**src/hw/rtl/interleaved_bank_burst_splitter_defines.svh**
```systemverilog
// Assertion macros shared by the burst splitter RTL.
// Depends on nothing; users must have clk and rst in scope.
`ifndef INTERLEAVED_BANK_BURST_SPLITTER_DEFINES_SVH
`define INTERLEAVED_BANK_BURST_SPLITTER_DEFINES_SVH

// Check that a condition implies another in the same cycle
`define IBBS_ASSERT_NOW(label, ante, cons) \
  label: assert property (@(posedge clk) disable iff (rst) (ante) |-> (cons)) \
    else $error("burst splitter same-cycle check failed");

// Check that a condition implies another in the next cycle
`define IBBS_ASSERT_NEXT(label, ante, cons) \
  label: assert property (@(posedge clk) disable iff (rst) (ante) |=> (cons)) \
    else $error("burst splitter next-cycle check failed");

`endif

```
**src/hw/rtl/ibbs_pkg.sv**
```systemverilog
// Types and constants for the bank-interleaved burst splitter.
// Depends on nothing; used by every RTL module of the block.
package ibbs_pkg;

  // Fixed field widths
  localparam int ADDR_WIDTH     = 32;
  localparam int SIZE_WIDTH     = 16;
  localparam int MAX_BANKS      = 64;
  localparam int GRAN_MAX       = 12;
  localparam int COUNT_WIDTH    = 7;
  localparam int SEL_WIDTH      = 3;
  localparam int GRAN_WIDTH     = 4;
  localparam int CHUNK_WIDTH    = 13;
  localparam int BIDX_WIDTH     = 6;
  localparam int OPC_WIDTH      = 6;
  localparam int INIT_WIDTH     = 8;
  localparam int LAT_WIDTH      = 16;
  localparam int CFG_IDX_WIDTH  = 2;
  localparam int CFG_DATA_WIDTH = 32;

  // Configuration register indexes
  typedef logic [CFG_IDX_WIDTH-1:0] cfg_idx_t;
  localparam cfg_idx_t CFG_BANK_COUNT       = 2'd0;
  localparam cfg_idx_t CFG_BANK_SELECT_BITS = 2'd1;
  localparam cfg_idx_t CFG_INTERLEAVE_BITS  = 2'd2;
  localparam cfg_idx_t CFG_ADDRESS_MASK     = 2'd3;

  // Field codes
  localparam logic REQ_START      = 1'b0;
  localparam logic REQ_RESPONSE   = 1'b1;
  localparam logic RESULT_CHUNK   = 1'b0;
  localparam logic RESULT_DONE    = 1'b1;
  localparam logic STATUS_OK      = 1'b0;
  localparam logic STATUS_INVALID = 1'b1;

  typedef struct packed {
    logic                  req_type;
    logic [ADDR_WIDTH-1:0] address;
    logic [SIZE_WIDTH-1:0] byte_count;
    logic                  write_flag;
    logic [OPC_WIDTH-1:0]  access_opcode;
    logic [INIT_WIDTH-1:0] initiator_id;
    logic                  bank_ok;
    logic [LAT_WIDTH-1:0]  bank_latency;
  } in_item_t;

  typedef struct packed {
    logic                   result_kind;
    logic [BIDX_WIDTH-1:0]  bank_index;
    logic [ADDR_WIDTH-1:0]  bank_address;
    logic [CHUNK_WIDTH-1:0] chunk_bytes;
    logic [SIZE_WIDTH-1:0]  data_offset;
    logic                   chunk_write;
    logic [OPC_WIDTH-1:0]   chunk_opcode;
    logic [INIT_WIDTH-1:0]  chunk_initiator;
    logic                   done_status;
    logic [LAT_WIDTH-1:0]   done_latency;
  } out_item_t;

  // Classified item as held in the queue
  typedef enum logic [1:0] {
    KIND_START,
    KIND_RESP_OK,
    KIND_RESP_ERR
  } item_kind_t;

  typedef struct packed {
    item_kind_t            kind;
    logic                  empty_burst;
    logic [ADDR_WIDTH-1:0] address;
    logic [SIZE_WIDTH-1:0] byte_count;
    logic                  write_flag;
    logic [OPC_WIDTH-1:0]  opcode;
    logic [INIT_WIDTH-1:0] initiator;
    logic [LAT_WIDTH-1:0]  latency;
  } q_entry_t;

  typedef struct packed {
    logic     push;
    q_entry_t entry;
  } q_push_t;

  typedef struct packed {
    logic full;
    logic valid;
  } q_status_t;

endpackage

```
**src/hw/rtl/interleaved_bank_burst_splitter.sv**
```systemverilog
// Top level of the bank-interleaved burst splitter: front, queue, back.
// Depends on ibbs_pkg, ibbs_front, ibbs_queue and ibbs_back.
//
//   channel | direction | handshake              | payload
//   --------+-----------+------------------------+----------------------------
//   in      | input     | in_valid / in_stall    | in_data (ibbs_pkg::in_item_t)
//   out     | output    | out_valid / out_stall  | out_data (ibbs_pkg::out_item_t)
//   cfg     | input     | cfg_write              | cfg_index, cfg_data
//
// Sustains one input item per cycle while the queue is not full; an accepted item is
// first written into a queue slot, then the back-end step registers its result into
// the output register.
// The rate is set by the back end's combinational step: chunk advance plus bank remap.
// Reset is synchronous on rst; there is no clearing pass.
// in_stall rises only when the queue of QUEUE_DEPTH items is full; out_stall holds
// the output register and, once the queue fills, backs up into in_stall.
module interleaved_bank_burst_splitter #(
  parameter int QUEUE_DEPTH = 2
) (
  input  logic                                clk,
  input  logic                                rst,
  input  logic                                in_valid,
  output logic                                in_stall,
  input  ibbs_pkg::in_item_t                  in_data,
  output logic                                out_valid,
  input  logic                                out_stall,
  output ibbs_pkg::out_item_t                 out_data,
  input  logic                                cfg_write,
  input  ibbs_pkg::cfg_idx_t                  cfg_index,
  input  logic [ibbs_pkg::CFG_DATA_WIDTH-1:0] cfg_data
);
  import ibbs_pkg::*;

  q_push_t   q_push;
  q_status_t q_status;
  q_entry_t  q_data;
  logic      q_pop;

  // Accept and classify
  ibbs_front u_front (
    .in_valid (in_valid),
    .in_stall (in_stall),
    .in_data  (in_data),
    .q_status (q_status),
    .q_push   (q_push)
  );

  // Decouple front and back
  ibbs_queue #(
    .DEPTH (QUEUE_DEPTH)
  ) u_queue (
    .clk      (clk),
    .rst      (rst),
    .q_push   (q_push),
    .pop      (q_pop),
    .q_status (q_status),
    .q_data   (q_data)
  );

  // Split bursts and report completions
  ibbs_back u_back (
    .clk       (clk),
    .rst       (rst),
    .cfg_write (cfg_write),
    .cfg_index (cfg_index),
    .cfg_data  (cfg_data),
    .q_valid   (q_status.valid),
    .q_data    (q_data),
    .q_pop     (q_pop),
    .out_valid (out_valid),
    .out_stall (out_stall),
    .out_data  (out_data)
  );

endmodule

```
**src/hw/rtl/ibbs_front.sv**
```systemverilog
// Front end: accepts input items and classifies them for the queue.
// Depends on ibbs_pkg.
module ibbs_front (
  input  logic               in_valid,
  output logic               in_stall,
  input  ibbs_pkg::in_item_t in_data,
  input  ibbs_pkg::q_status_t q_status,
  output ibbs_pkg::q_push_t  q_push
);
  import ibbs_pkg::*;

  // Stall only while the queue has no free slot
  assign in_stall = q_status.full;

  // Classify the item: burst start, good response or failed response
  always_comb begin
    q_push.push              = in_valid && !q_status.full;
    q_push.entry.kind        = (in_data.req_type == REQ_START) ? KIND_START :
                               (in_data.bank_ok ? KIND_RESP_OK : KIND_RESP_ERR);
    q_push.entry.empty_burst = (in_data.byte_count == '0);
    q_push.entry.address     = in_data.address;
    q_push.entry.byte_count  = in_data.byte_count;
    q_push.entry.write_flag  = in_data.write_flag;
    q_push.entry.opcode      = in_data.access_opcode;
    q_push.entry.initiator   = in_data.initiator_id;
    q_push.entry.latency     = in_data.bank_latency;
  end

endmodule

```
**src/hw/rtl/ibbs_queue.sv**
```systemverilog
// Short FIFO of classified items between front and back end.
// Depends on ibbs_pkg.
module ibbs_queue #(
  parameter int DEPTH = 2
) (
  input  logic                clk,
  input  logic                rst,
  input  ibbs_pkg::q_push_t   q_push,
  input  logic                pop,
  output ibbs_pkg::q_status_t q_status,
  output ibbs_pkg::q_entry_t  q_data
);
  import ibbs_pkg::*;

  localparam int PTR_W = (DEPTH > 1) ? $clog2(DEPTH) : 1;
  localparam int CNT_W = $clog2(DEPTH + 1);

  q_entry_t           entries [DEPTH];
  logic [PTR_W-1:0]   wr_ptr;
  logic [PTR_W-1:0]   rd_ptr;
  logic [CNT_W-1:0]   count;
  logic               do_push;
  logic               do_pop;

  assign do_push        = q_push.push && !q_status.full;
  assign do_pop         = pop && q_status.valid;
  assign q_status.full  = (count == CNT_W'(DEPTH));
  assign q_status.valid = (count != '0);
  assign q_data         = entries[rd_ptr];

  // Store pushed entries
  always_ff @(posedge clk) begin
    if (do_push) begin
      entries[wr_ptr] <= q_push.entry;
    end
  end

  // Advance pointers and fill count
  always_ff @(posedge clk) begin
    if (rst) begin
      wr_ptr <= '0;
      rd_ptr <= '0;
      count  <= '0;
    end else begin
      if (do_push) begin
        wr_ptr <= (wr_ptr == PTR_W'(DEPTH - 1)) ? '0 : wr_ptr + PTR_W'(1);
      end
      if (do_pop) begin
        rd_ptr <= (rd_ptr == PTR_W'(DEPTH - 1)) ? '0 : rd_ptr + PTR_W'(1);
      end
      if (do_push && !do_pop) begin
        count <= count + CNT_W'(1);
      end else if (do_pop && !do_push) begin
        count <= count - CNT_W'(1);
      end
    end
  end

endmodule

```
**src/hw/rtl/ibbs_back.sv**
```systemverilog
// Back end: configuration registers, burst state and chunk/completion output.
// Depends on ibbs_pkg and the shared assertion macros.
`include "interleaved_bank_burst_splitter_defines.svh"

module ibbs_back (
  input  logic                                clk,
  input  logic                                rst,
  input  logic                                cfg_write,
  input  ibbs_pkg::cfg_idx_t                  cfg_index,
  input  logic [ibbs_pkg::CFG_DATA_WIDTH-1:0] cfg_data,
  input  logic                                q_valid,
  input  ibbs_pkg::q_entry_t                  q_data,
  output logic                                q_pop,
  output logic                                out_valid,
  input  logic                                out_stall,
  output ibbs_pkg::out_item_t                 out_data
);
  import ibbs_pkg::*;

  // floor(log2(v)), zero for zero
  function automatic logic [SEL_WIDTH-1:0] count_log2(input logic [COUNT_WIDTH-1:0] v);
    logic [SEL_WIDTH-1:0] r;
    r = '0;
    for (int b = 1; b < COUNT_WIDTH; b++) begin
      if (v >= (COUNT_WIDTH'(1) << b)) begin
        r = SEL_WIDTH'(b);
      end
    end
    return r;
  endfunction

  // Configuration registers
  logic [COUNT_WIDTH-1:0]    bank_count;
  logic [SEL_WIDTH-1:0]      bank_select_bits;
  logic [GRAN_WIDTH-1:0]     interleave_bits;
  logic [ADDR_WIDTH-1:0]     address_mask;

  // Burst state
  logic                      busy, busy_next;
  logic [ADDR_WIDTH-1:0]     next_address, next_address_next;
  logic [SIZE_WIDTH-1:0]     bytes_left, bytes_left_next;
  logic [SIZE_WIDTH-1:0]     bytes_done, bytes_done_next;
  logic [LAT_WIDTH-1:0]      worst_latency, worst_latency_next;
  logic                      held_write, held_write_next;
  logic [OPC_WIDTH-1:0]      held_opcode, held_opcode_next;
  logic [INIT_WIDTH-1:0]     held_initiator, held_initiator_next;
  logic [CHUNK_WIDTH-1:0]    cur_len, cur_len_next;
  logic                      out_valid_next;
  out_item_t                 out_data_next;

  // Derived configuration
  logic [COUNT_WIDTH-1:0]    eff_count;
  logic [SEL_WIDTH-1:0]      sel_bits;
  logic [GRAN_WIDTH-1:0]     gran_bits;
  logic [ADDR_WIDTH-1:0]     eff_mask;
  logic [ADDR_WIDTH-1:0]     low_mask;
  logic [COUNT_WIDTH-1:0]    sel_mask;
  logic [CHUNK_WIDTH-1:0]    gran_size;
  logic [4:0]                remap_shift;

  // Step datapath
  logic                      take;
  logic                      is_start;
  logic [ADDR_WIDTH-1:0]     upd_addr;
  logic [SIZE_WIDTH-1:0]     upd_left;
  logic [SIZE_WIDTH-1:0]     upd_done;
  logic [LAT_WIDTH-1:0]      upd_worst;
  logic [ADDR_WIDTH-1:0]     src_addr;
  logic [SIZE_WIDTH-1:0]     src_left;
  logic [SIZE_WIDTH-1:0]     src_done;
  logic                      src_write;
  logic [OPC_WIDTH-1:0]      src_opcode;
  logic [INIT_WIDTH-1:0]     src_initiator;
  logic [COUNT_WIDTH-1:0]    iss_bank;
  logic [ADDR_WIDTH-1:0]     iss_masked;
  logic [ADDR_WIDTH-1:0]     iss_local;
  logic [CHUNK_WIDTH-1:0]    iss_room;
  logic [CHUNK_WIDTH-1:0]    iss_len;
  logic                      do_issue;
  logic                      emit;
  out_item_t                 result;

  // Write configuration registers
  always_ff @(posedge clk) begin
    if (rst) begin
      bank_count       <= COUNT_WIDTH'(1);
      bank_select_bits <= '0;
      interleave_bits  <= '0;
      address_mask     <= '0;
    end else if (cfg_write) begin
      case (cfg_index)
        CFG_BANK_COUNT:       bank_count       <= cfg_data[COUNT_WIDTH-1:0];
        CFG_BANK_SELECT_BITS: bank_select_bits <= cfg_data[SEL_WIDTH-1:0];
        CFG_INTERLEAVE_BITS:  interleave_bits  <= cfg_data[GRAN_WIDTH-1:0];
        CFG_ADDRESS_MASK:     address_mask     <= cfg_data[ADDR_WIDTH-1:0];
        default: ;
      endcase
    end
  end

  // Resolve defaults and clamps of the configuration
  always_comb begin
    eff_count   = (bank_count > COUNT_WIDTH'(MAX_BANKS)) ? COUNT_WIDTH'(MAX_BANKS) : bank_count;
    sel_bits    = (bank_select_bits != '0) ? bank_select_bits : count_log2(eff_count);
    gran_bits   = (interleave_bits > GRAN_WIDTH'(GRAN_MAX)) ? GRAN_WIDTH'(GRAN_MAX)
                                                             : interleave_bits;
    eff_mask    = (address_mask != '0) ? address_mask : '1;
    low_mask    = (ADDR_WIDTH'(1) << gran_bits) - ADDR_WIDTH'(1);
    sel_mask    = (COUNT_WIDTH'(1) << sel_bits) - COUNT_WIDTH'(1);
    gran_size   = CHUNK_WIDTH'(1) << gran_bits;
    remap_shift = 5'(sel_bits) + 5'(gran_bits);
  end

  // Take the queue head whenever the output slot is free or drains
  assign take     = q_valid && (!out_valid || !out_stall);
  assign q_pop    = take;
  assign is_start = (q_data.kind == KIND_START);

  // Advance past the chunk that the bank just answered
  always_comb begin
    upd_addr  = next_address + ADDR_WIDTH'(cur_len);
    upd_left  = bytes_left - SIZE_WIDTH'(cur_len);
    upd_done  = bytes_done + SIZE_WIDTH'(cur_len);
    upd_worst = (q_data.latency > worst_latency) ? q_data.latency : worst_latency;
  end

  // Select the state that the next chunk is cut from
  always_comb begin
    src_addr      = is_start ? q_data.address    : upd_addr;
    src_left      = is_start ? q_data.byte_count : upd_left;
    src_done      = is_start ? '0                : upd_done;
    src_write     = is_start ? q_data.write_flag : held_write;
    src_opcode    = is_start ? q_data.opcode     : held_opcode;
    src_initiator = is_start ? q_data.initiator  : held_initiator;
  end

  // Bank decode, bank-local remap and chunk length
  always_comb begin
    iss_bank   = COUNT_WIDTH'(src_addr >> gran_bits) & sel_mask;
    iss_masked = src_addr & eff_mask;
    iss_local  = ((iss_masked >> remap_shift) << gran_bits) | (iss_masked & low_mask);
    iss_room   = gran_size - (src_addr[CHUNK_WIDTH-1:0] & low_mask[CHUNK_WIDTH-1:0]);
    iss_len    = (SIZE_WIDTH'(iss_room) < src_left) ? iss_room : src_left[CHUNK_WIDTH-1:0];
  end

  // Step the burst state and form the result
  always_comb begin
    busy_next           = busy;
    next_address_next   = next_address;
    bytes_left_next     = bytes_left;
    bytes_done_next     = bytes_done;
    worst_latency_next  = worst_latency;
    held_write_next     = held_write;
    held_opcode_next    = held_opcode;
    held_initiator_next = held_initiator;
    cur_len_next        = cur_len;
    out_valid_next      = out_valid && out_stall;
    out_data_next       = out_data;
    result              = '0;
    emit                = 1'b0;
    do_issue            = 1'b0;

    if (take) begin
      case (q_data.kind)
        KIND_START: begin
          busy_next           = 1'b1;
          next_address_next   = src_addr;
          bytes_left_next     = src_left;
          bytes_done_next     = src_done;
          worst_latency_next  = '0;
          held_write_next     = src_write;
          held_opcode_next    = src_opcode;
          held_initiator_next = src_initiator;
          if (q_data.empty_burst) begin
            busy_next          = 1'b0;
            emit               = 1'b1;
            result.result_kind = RESULT_DONE;
            result.done_status = STATUS_OK;
          end else begin
            do_issue = 1'b1;
          end
        end
        KIND_RESP_OK: begin
          if (busy) begin
            next_address_next  = upd_addr;
            bytes_left_next    = upd_left;
            bytes_done_next    = upd_done;
            worst_latency_next = upd_worst;
            if (upd_left == '0) begin
              busy_next           = 1'b0;
              emit                = 1'b1;
              result.result_kind  = RESULT_DONE;
              result.done_status  = STATUS_OK;
              result.done_latency = upd_worst;
            end else begin
              do_issue = 1'b1;
            end
          end
        end
        KIND_RESP_ERR: begin
          if (busy) begin
            busy_next          = 1'b0;
            emit               = 1'b1;
            result.result_kind = RESULT_DONE;
            result.done_status = STATUS_INVALID;
          end
        end
        default: ;
      endcase

      // Issue the next chunk, or fail the burst on a missing bank
      if (do_issue) begin
        emit = 1'b1;
        if (iss_bank >= eff_count) begin
          busy_next          = 1'b0;
          result.result_kind = RESULT_DONE;
          result.done_status = STATUS_INVALID;
        end else begin
          cur_len_next           = iss_len;
          result.result_kind     = RESULT_CHUNK;
          result.bank_index      = iss_bank[BIDX_WIDTH-1:0];
          result.bank_address    = iss_local;
          result.chunk_bytes     = iss_len;
          result.data_offset     = src_done;
          result.chunk_write     = src_write;
          result.chunk_opcode    = src_opcode;
          result.chunk_initiator = src_initiator;
        end
      end

      out_valid_next = emit;
      if (emit) begin
        out_data_next = result;
      end
    end
  end

  // Hold burst state and the output register
  always_ff @(posedge clk) begin
    if (rst) begin
      busy      <= 1'b0;
      out_valid <= 1'b0;
    end else begin
      busy      <= busy_next;
      out_valid <= out_valid_next;
    end
    next_address   <= next_address_next;
    bytes_left     <= bytes_left_next;
    bytes_done     <= bytes_done_next;
    worst_latency  <= worst_latency_next;
    held_write     <= held_write_next;
    held_opcode    <= held_opcode_next;
    held_initiator <= held_initiator_next;
    cur_len        <= cur_len_next;
    out_data       <= out_data_next;
  end

  // A burst start always produces a result
  `IBBS_ASSERT_NEXT(a_start_gives_result, take && is_start, out_valid)
  // A response with no burst in flight is dropped
  `IBBS_ASSERT_NEXT(a_idle_resp_dropped, take && !is_start && !busy, !out_valid)
  // A pending chunk request means a burst is in flight
  `IBBS_ASSERT_NOW(a_chunk_while_busy, out_valid && out_data.result_kind == RESULT_CHUNK, busy)
  // Chunks are nonempty and fit in one granule
  `IBBS_ASSERT_NOW(a_chunk_len,
                   out_valid && out_data.result_kind == RESULT_CHUNK,
                   out_data.chunk_bytes != '0 && out_data.chunk_bytes <= gran_size)

endmodule

```
**config.mk**
```make
export PLATFORM = sky130hd
export DESIGN_NAME = interleaved_bank_burst_splitter
export DESIGN_NICKNAME = d
export VERILOG_FILES = /design/src/hw/rtl/ibbs_pkg.sv /design/src/hw/rtl/interleaved_bank_burst_splitter.sv /design/src/hw/rtl/ibbs_front.sv /design/src/hw/rtl/ibbs_queue.sv /design/src/hw/rtl/ibbs_back.sv
export VERILOG_INCLUDE_DIRS = /design/src /design/src/hw/rtl
export SDC_FILE = /design/constraint.sdc
export NUM_CORES = 1
export LEC_CHECK = 0
export ABC_AREA = 1
export BUFFER_PORTS_ARGS = -buffer_cell sky130_fd_sc_hd__buf_2
export CAP_MARGIN = 10
export CORE_MARGIN = 2
export CORE_UTILIZATION = 45
export CTS_BUF_LIST = sky130_fd_sc_hd__clkbuf_2
export CTS_CLUSTER_SIZE = 30
export DETAILED_ROUTE_END_ITERATION = 7
export HOLD_SLACK_MARGIN = 0.02
export PLACE_DENSITY = 0.65
export RECOVER_POWER = 25
export SETUP_SLACK_MARGIN = 0.4
export SYNTH_ARGS = -nofsm -noshare
export SYNTH_HDL_FRONTEND = slang
export SYNTH_SLANG_ARGS = --single-unit
```
**constraint.sdc**
```tcl
create_clock -name clk -period 6 [get_ports clk]
set_input_delay 1.2 -clock clk [delete_from_list [all_inputs] [get_ports clk]]
set_output_delay 1.2 -clock clk [all_outputs]
set_load 0.01 [all_outputs]
```
==> metrics <==
Yosys reg bits 425; Crit Path Max Fanout 13; root buffer cell clkbuf_2; Global Route Usage Sum 30.40%; Sw Share between 40 and 50%; Pleak 0.01232 uW; Detailed Route WL between 80 and 90 mm; Cell Area, Synth roughly 25000 um^2; Worst VDD drop 278.0 uV; HPWL Detailed between 60 and 70 mm; R2R Setup Slk 660 ps; 1st-iter DRT viols between 2000 and 2500; failing checks max-capacitance violations, max-slew violations; Final Hold Viols 0; actual slew at the worst max-slew pin 2386 ps; synthesized area per cell 8.258 um^2; Hold Slack 178.8 ps; asr flop ratio synth 0%; CTS clk-pin slew, worst paths 110 ps; R2R cell count 23; Critical Path Start Type register; commonest non-fill, non-tap cell in the layout nand2_1; Final Cycle Share 89.02%; P_int 7326 uW; TritonRoute pass-1 iters 6; worst relative slew slack -59.09%; # DRC 0; initial core utilization 45.34%; total number of vias ~23000; layout cells sized above 1 14.73%; Fmax 187.2 MHz; commonest non-fill, non-tap cells in the layout nand2_1, nand3_1, edfxtp_1; GRT Residual Overflow 0; share of the synthesized area in the top cell type between 40% and 50%; WL/cell 21.60 um; largest net degree at the start of global routing 77; sequential share of the synthesized area 49.16%; core area between 50000 and 60000 um^2; first-pass GRT wire length 129.8 mm; final setup vio count 0; CTS Sinks 425; Die Span Y 239.1 um; Slew Viols, Final 129; vias in the first global route 21485; Seq pwr share about a third; Buffers on Ports ~220; number of flops mapped to enable cells by yosys 372; initial antenna violation count 5; Arrival @ worst endpoint 6180 ps; clock latency on the worst-skew pair 1210 ps; CTS tree done; Switching Power 7227 uW; Synth cell types 66; Clk pwr share 14.1%; Setup crit end kind register; Syn Inst Count 3013; Main synth FF type edfxtp_1; Finished Layout Cells approximately 4100; Top Ports about 220; Tmin final 5341 ps; Hold-fix buffers, CTS 0; maximum root-to-sink buffer count 3; Hold Crit Depth 1; total power 14550 uW; H-tree depth 3; Max Cap Viol 3; outcome finished with violations; placed cells 3863; most area-hungry cell type in the Yosys netlist edfxtp_1; full die area around 57000 um^2; # rows 86; RSZ-0062 raised after global routing no; Post-Syn Nets 3222; die width 239.1 um; Critical Path RT 6840 ps; Final ANT Viol Nets 0; via-per-instance ratio 5.656; Nets roughly 3500; pwr dens 521.1 nW/um^2; Ys Warns 0; Setup TNS 0 ps; RePlAce Congestion 1.037; worst setup path category reg -> reg; HP Class in -> reg; Synth area leaders edfxtp_1, nand2_1, nand3_1, inv_1, ha_1; TritonCTS buffer count 107; combinational power share 54.2%; Layout area overhead 12.24%; Clock Skew roughly 90 ps
-- sequential cells by signal, indices dropped and copies added (netlist names), named ones only --
signal and flops:
u_back.address_mask 32, u_back.bank_count 7, u_back.bank_select_bits 3, u_back.busy 1, u_back.bytes_done 16, u_back.bytes_left 16
u_back.cur_len 13, u_back.held_initiator 8, u_back.held_opcode 6, u_back.held_write 1, u_back.interleave_bits 4, u_back.next_address 32
u_back.out_data 100, u_back.out_valid 1, u_back.worst_latency 16, u_queue.count 2, u_queue.entries 164, u_queue.rd_ptr 1
u_queue.wr_ptr 1
-- layer usage --
metal  up-vias  global-route usage [%]  wire length (um)
li1      10925                       -                 -
met1     10892                   42.75             38030
met2      1089                   46.82             39290
met3       165                   6.859              8184
met4         0                   9.242              2608
met5         -                       0                 0
-- Yosys cell counts, drive strengths merged, types with 4 or more instances --
master / instances
nand3b: 7
nor3: 34
nor4: 18
ha: 85
o21a: 6
a31oi: 8
a21oi: 140
o211ai: 13
buf: 60
edfxtp: 372
and2: 23
nand2: 735
and3: 6
o22ai: 4
mux2i: 4
xor2: 26
clkbuf: 64
nor2: 217
fa: 4
o2111ai: 4
nand3: 486
dfxtp: 53
inv: 331
clkinv: 4
o21ai: 163
or2: 31
nand4: 88
-- kinds of logic (layout without fill, tap and decap cells) --
group | after synthesis | in the layout | synth area share (%)
simple gates | 1645 | 1646 | 29.75
flops | 425 | 425 | 49.16
compound gates | 360 | 360 | 8.016
other cells | 2 | 10 | 0.03018
mux | 4 | 4 | 0.1609
xor+xnor | 28 | 28 | 1.016
buf+inv | 459 | 812 | 7.226
fa+ha+maj | 90 | 90 | 4.636
-- power by group through the flow --
stage / Combinational [uW] / Clock [uW] / Sequential (uW)
final: 7880 / 2050 / 4620
after floorplan: 4930 / 0 / 4690
after global placement: 7570 / 0 / 4670
after CTS: 7680 / 2110 / 4610
after detailed placement: 7640 / 0 / 4670
after global routing: 8660 / 2250 / 4660
-- metrics by stage --
step	setup WS [ps]	utilization, %	area, um^2
5_1_grt	410.4	50.88	27920
3_5_place_dp	291.2	48.83	26800
3_3_place_gp	227.2	48.81	26780
2_1_floorplan	693.3	-	24890
6_report	659.0	50.89	27930
4_1_cts	422.9	50.71	27830
-- worst max-delay path, stage by stage (launching register included) --
cell	delay (ps)
edfxtp_1	510
ha_1	440
nand2_1	130
nor2_1	240
nand3_1	160
nand3_1	200
nand2_1	90
nand3_1	80
nand3_1	200
and2_1	300
o21ai_1	240
nand2_1	120
nand2_1	80
nor2_1	70
o311ai_0	340
buf_4	190
inv_1	50
ha_1	300
a21oi_1	170
o21a_1	130
and3_2	310
nand2_4	200
nor2_1	210
buf_6	200
-- final timing paths --
| check | endpoint | start |
|---|---|---|
| worst max-delay path | u_back.cur_len[12] | u_back.cur_len[8] |
| worst min-delay path | u_queue.entries[1][28] | in_data[29] |
| worst max register to register | u_back.cur_len[12] | u_back.cur_len[8] |
| worst min register to register | register | u_queue.rd_ptr |
-- final cells by class --
class                      count  area (um^2)
fill                        5392        26950
sequential                   425        12240
multi-input combinational   2130        10990
timing repair buffer         275         1496
inverter                     335         1276
tap                          704        880.8
clock buffer                 149        745.7
clock inverter                53        281.5
antenna                        8        20.02
-- timing repair --
action | CTS | global route
gates resized for setup | 3 | 31
pin swaps | 0 | 1
cloned | 0 | 1
buffers inserted | 0 | 4
endpoints found under the setup margin | 29 | 108
Note: power is estimated with default switching activity, not from simulation.
